File: config.mk
export PLATFORM = sky130hd
export DESIGN_NAME = lcd_rect_fill_command_stream_top
export DESIGN_NICKNAME = d
export VERILOG_FILES = /design/src/lrf_pkg.sv /design/src/lcd_rect_fill_command_stream_top.sv /design/src/lrf_clip.sv
export SDC_FILE = /design/constraint.sdc
export NUM_CORES = 1
export LEC_CHECK = 0
export BUFFER_PORTS_ARGS = -buffer_cell sky130_fd_sc_hd__clkbuf_2
export CAP_MARGIN = 20
export CORE_MARGIN = 10
export CORE_UTILIZATION = 54
export DETAILED_ROUTE_END_ITERATION = 10
export GPL_TIMING_DRIVEN = 0
export PLACE_DENSITY_LB_ADDON = 0.3
export SLEW_MARGIN = 0
export SYNTH_ARGS = -nofsm -noshare
export SYNTH_HDL_FRONTEND = slang
export SYNTH_SLANG_ARGS = --single-unit
File: constraint.sdc
create_clock -name clk -period 6.77 [get_ports clk]
set_input_delay 2.031 -clock clk [delete_from_list [all_inputs] [get_ports clk]]
set_output_delay 2.031 -clock clk [all_outputs]
set_load 0.1 [all_outputs]
File: src/lrf_pkg.sv
// Shared constants and types for the rectangle fill command stream block.
package lrf_pkg;

    // Display command opcodes.
    localparam logic [7:0] DCS_COLUMN_ADDR = 8'h2a;
    localparam logic [7:0] DCS_PAGE_ADDR   = 8'h2b;
    localparam logic [7:0] DCS_MEM_WRITE   = 8'h2c;

    // Request operations.
    localparam logic OP_START = 1'b0;
    localparam logic OP_TICK  = 1'b1;

    // Configuration register indexes.
    localparam int unsigned CFG_INDEX_BITS = 4;
    localparam logic [CFG_INDEX_BITS-1:0] CFG_PANEL_WIDTH  = 4'd0;
    localparam logic [CFG_INDEX_BITS-1:0] CFG_PANEL_HEIGHT = 4'd1;

    localparam int unsigned PANEL_BITS = 13;
    localparam logic [PANEL_BITS-1:0] PANEL_SIZE_RESET = 13'd320;

    // Header sequencer codes; STEP_PIXEL marks the pixel data phase.
    localparam logic [3:0] STEP_COL_CMD   = 4'd0;
    localparam logic [3:0] STEP_COL_SH    = 4'd1;
    localparam logic [3:0] STEP_COL_SL    = 4'd2;
    localparam logic [3:0] STEP_COL_EH    = 4'd3;
    localparam logic [3:0] STEP_COL_EL    = 4'd4;
    localparam logic [3:0] STEP_PAGE_CMD  = 4'd5;
    localparam logic [3:0] STEP_PAGE_SH   = 4'd6;
    localparam logic [3:0] STEP_PAGE_SL   = 4'd7;
    localparam logic [3:0] STEP_PAGE_EH   = 4'd8;
    localparam logic [3:0] STEP_PAGE_EL   = 4'd9;
    localparam logic [3:0] STEP_WRITE_CMD = 4'd10;
    localparam logic [3:0] STEP_PIXEL     = 4'd11;

    // Colour channel codes.
    localparam logic [1:0] CH_RED   = 2'd0;
    localparam logic [1:0] CH_GREEN = 2'd1;
    localparam logic [1:0] CH_BLUE  = 2'd2;

    typedef logic [PANEL_BITS-1:0] panel_size_t;
    typedef logic [23:0]           colour_t;

endpackage

File: src/lcd_rect_fill_command_stream_top.sv
// Rectangle fill command stream generator: header sequencer, pixel walker and handshakes.
// Path: a request is captured in the input register, and its byte (if any) is
// registered in the output register once that register is free or being emptied.
// Throughput: one request per cycle; in_stall is raised only while the output
// register holds a byte that the downstream side is stalling.
// Reset: rst_n clears the block to idle, with both panel sizes back at 320.
module lcd_rect_fill_command_stream_top
    import lrf_pkg::*;
#(
    parameter int COORD_BITS = 12
)
(
    input  logic                      clk,
    input  logic                      rst_n,
    // Request channel
    input  logic                      in_valid,
    output logic                      in_stall,
    input  logic                      operation,
    input  logic signed [15:0]        left_x,
    input  logic signed [15:0]        top_y,
    input  logic signed [15:0]        right_x,
    input  logic signed [15:0]        bottom_y,
    input  colour_t                   fill_color,
    // Byte channel
    output logic                      out_valid,
    input  logic                      out_stall,
    output logic [7:0]                out_byte,
    output logic                      is_data,
    output logic                      group_end,
    output logic                      last_byte,
    // Configuration write channel
    input  logic                      cfg_valid,
    output logic                      cfg_ready,
    input  logic [CFG_INDEX_BITS-1:0] cfg_index,
    input  logic [PANEL_BITS-1:0]     cfg_data
);

    typedef logic [COORD_BITS-1:0] coord_t;

    // Configuration registers.
    panel_size_t panel_width_reg;
    panel_size_t panel_height_reg;

    // Input register stage.
    logic               req_valid_reg;
    logic               req_valid_next;
    logic               req_op_reg;
    logic signed [15:0] req_left_reg;
    logic signed [15:0] req_top_reg;
    logic signed [15:0] req_right_reg;
    logic signed [15:0] req_bottom_reg;
    colour_t            req_colour_reg;

    // Stream state.
    logic       busy_reg;
    logic       busy_next;
    logic [3:0] step_reg;
    logic [3:0] step_next;
    coord_t     clip_left_reg;
    coord_t     clip_left_next;
    coord_t     clip_top_reg;
    coord_t     clip_top_next;
    coord_t     clip_right_reg;
    coord_t     clip_right_next;
    coord_t     clip_bottom_reg;
    coord_t     clip_bottom_next;
    colour_t    colour_reg;
    colour_t    colour_next;
    coord_t     column_reg;
    coord_t     column_next;
    coord_t     row_reg;
    coord_t     row_next;
    logic [1:0] channel_reg;
    logic [1:0] channel_next;

    // Output register.
    logic       out_valid_reg;
    logic       out_valid_next;
    logic [7:0] out_byte_reg;
    logic [7:0] out_byte_next;
    logic       is_data_reg;
    logic       is_data_next;
    logic       group_end_reg;
    logic       group_end_next;
    logic       last_byte_reg;
    logic       last_byte_next;

    // Clipper results.
    coord_t c_left;
    coord_t c_top;
    coord_t c_right;
    coord_t c_bottom;
    logic   c_empty;

    logic        accept;
    logic        fire;
    logic [15:0] lo_word;
    logic [15:0] hi_word;
    logic        finish;

    // The held request is processed as soon as the output register is free or
    // is being emptied this cycle; a start request never needs the slot but
    // takes the same path so that order is kept trivially.
    assign fire     = req_valid_reg && (!out_valid_reg || !out_stall);
    assign in_stall = req_valid_reg && !fire;
    assign accept   = in_valid && !in_stall;

    assign cfg_ready = 1'b1;

    assign out_valid = out_valid_reg;
    assign out_byte  = out_byte_reg;
    assign is_data   = is_data_reg;
    assign group_end = group_end_reg;
    assign last_byte = last_byte_reg;

    lrf_clip #(
        .COORD_BITS (COORD_BITS)
    ) u_clip (
        .panel_width  (panel_width_reg),
        .panel_height (panel_height_reg),
        .left_x       (req_left_reg),
        .top_y        (req_top_reg),
        .right_x      (req_right_reg),
        .bottom_y     (req_bottom_reg),
        .clip_left    (c_left),
        .clip_top     (c_top),
        .clip_right   (c_right),
        .clip_bottom  (c_bottom),
        .empty        (c_empty)
    );

    // Address parameters: the column window for the first command, the page
    // window for the second.
    assign lo_word = (step_reg < STEP_PAGE_CMD) ? 16'(clip_left_reg)  : 16'(clip_top_reg);
    assign hi_word = (step_reg < STEP_PAGE_CMD) ? 16'(clip_right_reg) : 16'(clip_bottom_reg);

    // The last pixel byte is the blue byte of the bottom right pixel.
    assign finish = (channel_reg == CH_BLUE) && (column_reg >= clip_right_reg) &&
                    (row_reg >= clip_bottom_reg);

    always_comb
    begin
        req_valid_next = req_valid_reg;
        if (accept)
        begin
            req_valid_next = 1'b1;
        end
        else if (fire)
        begin
            req_valid_next = 1'b0;
        end
    end

    always_comb
    begin
        busy_next        = busy_reg;
        step_next        = step_reg;
        clip_left_next   = clip_left_reg;
        clip_top_next    = clip_top_reg;
        clip_right_next  = clip_right_reg;
        clip_bottom_next = clip_bottom_reg;
        colour_next      = colour_reg;
        column_next      = column_reg;
        row_next         = row_reg;
        channel_next     = channel_reg;

        out_valid_next = out_valid_reg && out_stall;
        out_byte_next  = out_byte_reg;
        is_data_next   = is_data_reg;
        group_end_next = group_end_reg;
        last_byte_next = last_byte_reg;

        if (fire)
        begin
            if (req_op_reg == OP_START)
            begin
                // A start while a stream is running is dropped.
                if (!busy_reg && !c_empty)
                begin
                    busy_next        = 1'b1;
                    step_next        = STEP_COL_CMD;
                    clip_left_next   = c_left;
                    clip_top_next    = c_top;
                    clip_right_next  = c_right;
                    clip_bottom_next = c_bottom;
                    colour_next      = req_colour_reg;
                    column_next      = c_left;
                    row_next         = c_top;
                    channel_next     = CH_RED;
                end
            end
            else if (busy_reg)
            begin
                out_valid_next = 1'b1;
                is_data_next   = 1'b1;
                group_end_next = 1'b0;
                last_byte_next = 1'b0;
                if (step_reg != STEP_PIXEL)
                begin
                    step_next = step_reg + 4'd1;
                end
                case (step_reg)
                    STEP_COL_CMD:
                    begin
                        out_byte_next  = DCS_COLUMN_ADDR;
                        is_data_next   = 1'b0;
                        group_end_next = 1'b1;
                    end
                    STEP_PAGE_CMD:
                    begin
                        out_byte_next  = DCS_PAGE_ADDR;
                        is_data_next   = 1'b0;
                        group_end_next = 1'b1;
                    end
                    STEP_WRITE_CMD:
                    begin
                        out_byte_next  = DCS_MEM_WRITE;
                        is_data_next   = 1'b0;
                        group_end_next = 1'b1;
                    end
                    STEP_COL_SH, STEP_PAGE_SH:
                    begin
                        out_byte_next = lo_word[15:8];
                    end
                    STEP_COL_SL, STEP_PAGE_SL:
                    begin
                        out_byte_next = lo_word[7:0];
                    end
                    STEP_COL_EH, STEP_PAGE_EH:
                    begin
                        out_byte_next = hi_word[15:8];
                    end
                    STEP_COL_EL, STEP_PAGE_EL:
                    begin
                        out_byte_next  = hi_word[7:0];
                        group_end_next = 1'b1;
                    end
                    default:
                    begin
                        // Pixel data: red, green, blue for each pixel in turn.
                        case (channel_reg)
                            CH_RED:   out_byte_next = colour_reg[23:16];
                            CH_GREEN: out_byte_next = colour_reg[15:8];
                            default:  out_byte_next = colour_reg[7:0];
                        endcase
                        group_end_next = finish;
                        last_byte_next = finish;
                        if (finish)
                        begin
                            busy_next    = 1'b0;
                            step_next    = STEP_COL_CMD;
                            channel_next = CH_RED;
                        end
                        else if (channel_reg != CH_BLUE)
                        begin
                            channel_next = channel_reg + 2'd1;
                        end
                        else
                        begin
                            channel_next = CH_RED;
                            if (column_reg >= clip_right_reg)
                            begin
                                column_next = clip_left_reg;
                                row_next    = row_reg + coord_t'(1);
                            end
                            else
                            begin
                                column_next = column_reg + coord_t'(1);
                            end
                        end
                    end
                endcase
            end
        end
    end

    always_ff @(posedge clk or negedge rst_n)
    begin
        if (!rst_n)
        begin
            panel_width_reg  <= PANEL_SIZE_RESET;
            panel_height_reg <= PANEL_SIZE_RESET;
        end
        else if (cfg_valid && cfg_ready)
        begin
            if (cfg_index == CFG_PANEL_WIDTH)
            begin
                panel_width_reg <= cfg_data;
            end
            else if (cfg_index == CFG_PANEL_HEIGHT)
            begin
                panel_height_reg <= cfg_data;
            end
        end
    end

    always_ff @(posedge clk or negedge rst_n)
    begin
        if (!rst_n)
        begin
            req_valid_reg   <= 1'b0;
            busy_reg        <= 1'b0;
            step_reg        <= STEP_COL_CMD;
            clip_left_reg   <= '0;
            clip_top_reg    <= '0;
            clip_right_reg  <= '0;
            clip_bottom_reg <= '0;
            column_reg      <= '0;
            row_reg         <= '0;
            channel_reg     <= CH_RED;
            out_valid_reg   <= 1'b0;
        end
        else
        begin
            req_valid_reg   <= req_valid_next;
            busy_reg        <= busy_next;
            step_reg        <= step_next;
            clip_left_reg   <= clip_left_next;
            clip_top_reg    <= clip_top_next;
            clip_right_reg  <= clip_right_next;
            clip_bottom_reg <= clip_bottom_next;
            column_reg      <= column_next;
            row_reg         <= row_next;
            channel_reg     <= channel_next;
            out_valid_reg   <= out_valid_next;
        end
    end

    // Payload registers carry no reset.
    always_ff @(posedge clk)
    begin
        if (accept)
        begin
            req_op_reg     <= operation;
            req_left_reg   <= left_x;
            req_top_reg    <= top_y;
            req_right_reg  <= right_x;
            req_bottom_reg <= bottom_y;
            req_colour_reg <= fill_color;
        end
        colour_reg     <= colour_next;
        out_byte_reg   <= out_byte_next;
        is_data_reg    <= is_data_next;
        group_end_reg  <= group_end_next;
        last_byte_reg  <= last_byte_next;
    end

    // The header sequencer is parked at its first step whenever no stream runs.
    a_idle_step : assert property (@(posedge clk) disable iff (!rst_n)
        !busy_reg |-> (step_reg == STEP_COL_CMD) && (channel_reg == CH_RED))
        else $error("header step not parked while idle");

    // The pixel walker never leaves the clipped window.
    a_walk_bounds : assert property (@(posedge clk) disable iff (!rst_n)
        busy_reg |-> (column_reg <= clip_right_reg) && (row_reg <= clip_bottom_reg) &&
                     (column_reg >= clip_left_reg))
        else $error("pixel position outside the clipped window");

    // The final byte is a data byte that ends its chip-select group, and
    // producing it leaves the block idle.
    a_last_byte : assert property (@(posedge clk) disable iff (!rst_n)
        fire && busy_reg && (req_op_reg == OP_TICK) && finish && (step_reg == STEP_PIXEL)
        |=> out_valid_reg && last_byte_reg && group_end_reg && is_data_reg && !busy_reg)
        else $error("final pixel byte malformed");

endmodule

File: src/lrf_clip.sv
// Clips a requested rectangle to the panel and flags an empty result.
module lrf_clip
    import lrf_pkg::*;
#(
    parameter int COORD_BITS = 12
)
(
    input  panel_size_t             panel_width,
    input  panel_size_t             panel_height,
    input  logic signed [15:0]      left_x,
    input  logic signed [15:0]      top_y,
    input  logic signed [15:0]      right_x,
    input  logic signed [15:0]      bottom_y,
    output logic [COORD_BITS-1:0]   clip_left,
    output logic [COORD_BITS-1:0]   clip_top,
    output logic [COORD_BITS-1:0]   clip_right,
    output logic [COORD_BITS-1:0]   clip_bottom,
    output logic                    empty
);

    logic        [17:0] cap;
    logic        [17:0] eff_w;
    logic        [17:0] eff_h;
    logic signed [17:0] lim_x;
    logic signed [17:0] lim_y;
    logic signed [17:0] l_ext;
    logic signed [17:0] t_ext;
    logic signed [17:0] r_ext;
    logic signed [17:0] b_ext;
    logic signed [17:0] l_clip;
    logic signed [17:0] t_clip;
    logic signed [17:0] r_clip;
    logic signed [17:0] b_clip;

    always_comb
    begin
        cap   = 18'd1 << COORD_BITS;
        eff_w = (18'(panel_width) > cap) ? cap : 18'(panel_width);
        eff_h = (18'(panel_height) > cap) ? cap : 18'(panel_height);
        lim_x = $signed(eff_w) - 18'sd1;
        lim_y = $signed(eff_h) - 18'sd1;

        l_ext = 18'(left_x);
        t_ext = 18'(top_y);
        r_ext = 18'(right_x);
        b_ext = 18'(bottom_y);

        l_clip = (l_ext < 18'sd0) ? 18'sd0 : l_ext;
        t_clip = (t_ext < 18'sd0) ? 18'sd0 : t_ext;
        r_clip = (r_ext > lim_x) ? lim_x : r_ext;
        b_clip = (b_ext > lim_y) ? lim_y : b_ext;

        empty = (eff_w == 18'd0) || (eff_h == 18'd0) ||
                (r_clip < l_clip) || (b_clip < t_clip);

        // Only meaningful when the rectangle is not empty, when all lie in range.
        clip_left   = l_clip[COORD_BITS-1:0];
        clip_top    = t_clip[COORD_BITS-1:0];
        clip_right  = r_clip[COORD_BITS-1:0];
        clip_bottom = b_clip[COORD_BITS-1:0];
    end

endmodule

---- Word level (Yosys, flattened, before mapping) ----
Cells that the tools add are included.
storage, ports and cells
  logic and storage cells ................. 152
  bits of input ports ..................... 111
  output and inout bits ................... 14
  register bits ........................... 231
operators by class
  muxes and demuxes ....................... 48
  equal/unequal tests ..................... 20
  bitwise gates (word level) .............. 2
  add/subtract/negate cells ............... 6
  magnitude comparators ................... 11
  reductions and logical operators ........ 41
operators with widths
  kind                                                          number
  two-way mux 12 bit                                            16
  two-way mux 18 bit                                            4
  case mux 8 bit (7 select lines)                               1
  greater-than comparator 16 x 18 -> 1 bit                      2
  logical NOT 18 bit                                            2
  less-than comparator 18 bit                                   2
  subtractor 18 x 2 -> 18 bit (second input constant)           2
  less-than comparator 16 x 1 -> 1 bit (second input constant)  2
  greater-than comparator 13 bit (second input constant)        2
  two-way mux 13 bit                                            2
  adder 12 x 1 -> 12 bit (second input constant)                2
  >= comparator 12 bit                                          2
  two-way mux 4 bit                                             6
  equality test 4 x 3 -> 1 bit (second input constant)          4
  case mux 8 bit (2 select lines)                               1
  equality test 4 bit (second input constant)                   3
  two-way mux 2 bit                                             6
  AND reduction 3 bit                                           4
  two-way mux 1 bit                                             11
  OR reduction 11 bit                                           1
  equality test 4 x 1 -> 1 bit (second input constant)          2
  equality test 4 x 2 -> 1 bit (second input constant)          2
  logical NOT 4 bit                                             2
  inequality test 2 bit (second input constant)                 4
  22 further kinds                                              43

---- Depth between registers and ports, before layout ----
  depth after elaboration ................. 12
  depth in mapped cells ................... 31
  mapped depth without buffers ............ 27

---- By module ----
From an unflattened synthesis, not the netlist that was laid out.
unflattened totals
  cells, all modules ...................... 1,195
  area, all modules ....................... 12,803.5 µm²
modules (own cells, without submodules)
  module                            times used  seq. area each (µm²)  cells each  area an instance (µm²)
  lcd_rect_fill_command_stream_top  1           6,406.1               784         9,933.3
  lrf_clip                          1           0.0                   411         2,870.3

---- Least setup slack after synthesis ----
OpenSTA, ideal clock, no wires.
  kind .................................... register to register
  start ................................... reg panel_width_reg[5]
  end ..................................... reg colour_reg[0], enable pin
  cell stages (with the launch flop) ...... 27
  setup time .............................. 0.369 ns
  clock period less this slack ............ 6.880 ns
  slack ................................... -0.110 ns
  arrival ................................. 6.511 ns
  data required time ...................... 6.401 ns
  path buffers ............................ 4
  cell sequence ........................... dfrtp_1 -> nor4_1 -> nor2b_1 -> nand2_1 -> o41ai_1 -> a21oi_1 -> o21ai_0 -> ha_1 -> a211oi_2 -> nor2_1 -> a2111o_1 -> a211o_1 -> nand2_1 -> clkbuf_1 -> clkbuf_1 -> o21ai_0 -> ha_1 -> nand3_1 -> o22ai_1 -> nor3_1 -> o21ai_0 -> nor3_1 -> and3b_1 -> o311a_1 -> nor4_2 -> buf_2 -> buf_2
between the ends
  word-level cells in the longest chain between the ends .. 11
  elaborated cells on any way between the ends .. 13
  those cells by class .................... 1 x add/sub; 3 x order compare; 2 x mux; 7 x reduce/logical
ends and longest elaborated chain
  element                                   line                                     source
  start: declaration                        lcd_rect_fill_command_stream_top.sv:41   panel_size_t panel_width_reg;
  start signal: assignment                  lcd_rect_fill_command_stream_top.sv:288  panel_width_reg <= cfg_data;
  greater-than comparator 13 bit            lrf_clip.sv:38                           eff_w = (18'(panel_width) > cap) ? cap : 18'(panel_width);
  two-way mux 13 bit (*)                    lrf_clip.sv:38
  subtractor 18 x 2 -> 18 bit (*)           lrf_clip.sv:40                           lim_x = $signed(eff_w) - 18'sd1;
  greater-than comparator 16 x 18 -> 1 bit  lrf_clip.sv:50                           r_clip = (r_ext > lim_x) ? lim_x : r_ext;
  two-way mux 18 bit (*)                    lrf_clip.sv:50
  via c_right[4]                            lcd_rect_fill_command_stream_top.sv:91   coord_t c_right;
  less-than comparator 18 bit (*)           lrf_clip.sv:54                           (r_clip < l_clip) || (b_clip < t_clip);
  logical OR 1 bit (*)                      lrf_clip.sv:53                           empty = (eff_w == 18'd0) || (eff_h == 18'd0) ||
  logical OR 1 bit (*)                      lrf_clip.sv:54
  logical NOT 1 bit (*)                     lcd_rect_fill_command_stream_top.sv:178  if (!busy_reg && !c_empty)
  logical AND 1 bit (*)                     lcd_rect_fill_command_stream_top.sv:178
  AND reduction 3 bit (no source line) (*)  -
  end signal: assignment                    lcd_rect_fill_command_stream_top.sv:341  colour_reg <= colour_next;
  end: declaration                          lcd_rect_fill_command_stream_top.sv:67   colour_t colour_reg;
The timed path passes the listed nets; every way through them passes the cells marked *.
A chain may end at the register's enable or synchronous reset.

---- Worst setup path after layout ----
  start ................................... reg panel_width_reg[5]
  end ..................................... reg row_reg[2]
between the ends
  word-level cells in the longest chain between the ends .. 12
  elaborated cells on any way between the ends .. 14
  those cells by class .................... 1 x add/sub; 3 x order compare; 2 x mux; 8 x reduce/logical
ends and longest elaborated chain
  element                                   line                                     source
  greater-than comparator 13 bit            lrf_clip.sv:38
  two-way mux 13 bit (*)                    lrf_clip.sv:38
  subtractor 18 x 2 -> 18 bit (*)           lrf_clip.sv:40
  greater-than comparator 16 x 18 -> 1 bit  lrf_clip.sv:50
  two-way mux 18 bit (*)                    lrf_clip.sv:50
  via c_right[5]                            lcd_rect_fill_command_stream_top.sv:91
  less-than comparator 18 bit (*)           lrf_clip.sv:54
  logical OR 1 bit (*)                      lrf_clip.sv:53
  logical OR 1 bit (*)                      lrf_clip.sv:54
  logical NOT 1 bit (*)                     lcd_rect_fill_command_stream_top.sv:178
  logical AND 1 bit (*)                     lcd_rect_fill_command_stream_top.sv:178
  nonzero test 2 bit (no source line) (*)   -
  AND reduction 7 bit (no source line) (*)  -
  end signal: assignment                    lcd_rect_fill_command_stream_top.sv:323  row_reg <= row_next;
  end: declaration                          lcd_rect_fill_command_stream_top.sv:71   coord_t row_reg;
Marked as above.

==> flow_summary_export.csv <==
group,metric,value,unit
placement,place_congestion,0.9393,
setup_path,endpoint,"row_reg[2]$_DFFE_PN0P_",
setup_path,endpoint_kind,"register",
detailed_routing,via_count,9636,
placement,portBuffers,123,
clocking,cts_tree,"built",
detailed_routing,viasPerCell,5.829,
placement,pre_cts_ws,-1.649,ns
power,seqPwrFrac,37.4,%
final_layout,fin_nets,1529,
timing,max_slew.worst_pin.slew,0.9149,ns
logic_synthesis,synth_top_family_by_area,"simple AND/OR/NAND/NOR gates",
global_route,first_global_vias,9590,
detailed_routing,dr.first_iter.drc_count,864,
setup_path,startpoint_type,"register",
detailed_routing,ant_nets,0,
logic_synthesis,syn_avg_cell_area,10.84,sq um
setup_path,slowest_delay,0.45,ns
placement,dp_hpwl,24.47,mm
logic_synthesis,synth_simple_gate_area_share,13.40,%
setup_path,r2r_end,"row_reg[2]$_DFFE_PN0P_",
final_layout,final_layout_size_suffix_gt1_share,20.67,%
timing,timing.final.crit_share,95.49,%
outcome,status,"completed",
logic_synthesis,synth-edff-count,124,
logic_synthesis,syn_area,12600,sq um
min_path,hold_path.class,"reg -> reg",
timing,maxSlewViolCount,0,
timing,relSlewSlack,39.00,%
timing,min_period,6.465,ns
setup_path,r2r_setup_slack,0.31,ns
power,p_per_area,386.1,nW/um^2
logic_synthesis,yosys.area.top_type_share,29.56,%
setup_path,crit_start,"panel_width_reg[5]$_DFFE_PN0P_",
floorplan,pin_count,125,
floorplan,die_w,172.7,um
floorplan,core,22780,sq um
clocking,clk_path_buf_depth,3,
clocking,worstSkewPairLatency,0.53,ns
global_route,antenna_found_initial,1,
clocking,ctsHoldBuffers,0,
final_layout,antenna_cells,0,
setup_path,critPathKind,"reg -> reg",
setup_path,cpMaxStageDelayCell,"a2111o_1",
logic_synthesis,synth_commonest_cells,"nand2_1, edfxtp_1, dfrtp_1",
floorplan,floorplan.die.height,172.7,um
global_route,grt_max_degree,108,
setup_path,arrival,6.88,ns
logic_synthesis,synth_most_common_cell,"nand2_1",
timing,setup_viol,0,
floorplan,num_rows,55,
clocking,clkTransAtPathRegs,0.06,ns
power,ir_drop,240.1,uV
global_route,grt_overflow,0,
power,sw_frac_of_total,38.16,%
logic_synthesis,yosysTopAreaCell,"edfxtp_1",
setup_path,cp_max_fo,10,
logic_synthesis,synth-adder-area-share,9.735,%
floorplan,die-area,29830,sq um
power,p_clk_share,25.0,%
detailed_routing,wl_per_cell,19.90,um
power,p_switching,2182,uW
detailed_routing,drtPass1Iterations,5,
logic_synthesis,yosysUniqueCellTypes,66,
logic_synthesis,synth_xor_area_share,1.391,%
timing,worst_slack,0.3052,ns
global_route,grt_use_total,21.09,%
power,power_frac_comb,37.6,%
clocking,clockRootBuffer,"clkbuf_16",
floorplan,start_util,55.30,%
logic_synthesis,synthMuxAreaShare,7.381,%
setup_path,ff2ff_path_depth,28,
logic_synthesis,synth_cells,1162,
detailed_routing,totalWireLength,32.89,mm
power,p_int,3536,uW
final_layout,area_growth,17.55,%
logic_synthesis,ys_top_cells_by_area,"edfxtp_1, dfrtp_1, ha_1",
logic_synthesis,synth_compound_area_share,13.32,%
run,cap_violations,0,
logic_synthesis,async_flop_share,46.32,%
setup_path,r2r_start,"panel_width_reg[5]$_DFFE_PN0P_",
setup_path,worstPathRequired,7.19,ns
logic_synthesis,ys_seq_area_share,50.86,%
clocking,numCtsBuffers,26,
timing,clock_skew,0.01162,ns
logic_synthesis,ys.flop_type,"edfxtp_1",
detailed_routing,drc,0,
timing,hold_viol_final,0,
logic_synthesis,ys_warn_count,0,
logic_synthesis,yosys_register_bits,231,
timing,fmax,154.7,MHz
final_layout,utilization,65.00,%
logic_synthesis,synth_fp_nets,1371,
clocking,cts.sinks,231,
clocking,htreeDepth,1,
power,leakage,0.006333,uW
global_route,grt_first_pass_wirelength,51.51,mm
-- cell type report --
class / instances / area [sq um]
Fill cell: 1806 / 7971
Multi-Input combinational cell: 805 / 5891
Clock buffer: 35 / 745.7
Sequential cell: 231 / 6406
Clock inverter: 13 / 133.9
Tap cell: 313 / 391.6
Buffer: 44 / 224.0
Timing Repair Buffer: 133 / 714.4
Inverter: 79 / 300.3
-- cells by family after synthesis --
family,count (synthesis)
AO/OA/AOI/OAI,258
adder cells (fa/ha/maj),98
XOR/XNOR,20
other,1
AND/OR/NAND/NOR,341
buffers and inverters,126
multiplexers,87
flip-flops,231
-- power groups by stage --
stage          logic [uW]  clock network (uW)  registers (uW)
5_1_grt              2380                1510            2170
3_5_place_dp         2030                   0            2140
6_report             2150                1430            2140
4_1_cts              2080                1450            2120
2_1_floorplan        1390                   0            2160
3_3_place_gp         1970                   0            2150
-- worst min path at each step --
stage / start / endpoint / slack [ns] / cells past startpoint
floorplan: req_colour_reg[0]$_DFFE_PP_ / colour_reg[0]$_DFFE_PP_ / 0.40 / 0
global placement: req_colour_reg[12]$_DFFE_PP_ / colour_reg[12]$_DFFE_PP_ / 0.40 / 0
detailed placement: req_colour_reg[17]$_DFFE_PP_ / colour_reg[17]$_DFFE_PP_ / 0.40 / 0
CTS: req_colour_reg[17]$_DFFE_PP_ / colour_reg[17]$_DFFE_PP_ / 0.42 / 0
global route: req_colour_reg[22]$_DFFE_PP_ / colour_reg[22]$_DFFE_PP_ / 0.42 / 0
finish: req_colour_reg[23]$_DFFE_PP_ / colour_reg[23]$_DFFE_PP_ / 0.42 / 0
-- per-stage QoR --
stage          instance area [sq um]  hold WS, ns  total power, uW  setup TNS, ns  cells
2_1_floorplan                  12600       0.4003             3556              0   1162
3_3_place_gp                   13610       0.4017             4115        -121.12   1598
3_5_place_dp                   13650       0.4045             4179        -138.84   1601
4_1_cts                        14630       0.4188             5651              0   1648
5_1_grt                        14810       0.4246             6071      -0.005707   1653
6_report                       14810       0.4166             5718              0   1653
-- cells in the final DEF (no fill, tap or decap), drive strengths merged, types with 11 or more instances in the layout --
| cell type | n |
|---|---|
| xnor2 | 12 |
| nor2b | 26 |
| mux2i | 40 |
| nor2 | 43 |
| nor4 | 11 |
| ha | 98 |
| and3 | 16 |
| o211ai | 18 |
| nand2b | 35 |
| nand3 | 29 |
| edfxtp | 124 |
| nand4 | 15 |
| a21oi | 40 |
| a21o | 11 |
| nor3 | 13 |
| inv | 82 |
| dfrtp | 103 |
| mux2 | 47 |
| o21ai | 96 |
| nand2 | 128 |
| buf | 24 |
| clkbuf | 188 |
-- worst max-delay path: cells and delay by family, from the launching register on --
kind	cells	cell delay (ns)
buffers and inverters	4	0.79
DFF	1	0.44
adders and majority gates	2	0.48
and+or+nand+nor	11	1.62
AOI/OAI and AO/OA	11	3.04
-- routing by layer --
layer  up-vias  track usage (%)  routed length, um
met3        78            3.224               2047
met1      4641            28.31              14270
met4         2            7.079                996
met5         -                0                 13
li1       4581                -                  -
met2       334            34.28              15560
-- what timing repair did --
action	CTS	global route
endpoints found under the setup margin	103	103
pin swaps	1	7
gates resized for setup	28	44
setup buffers	1	6
No activity file was read; power rests on OpenSTA's default activity.
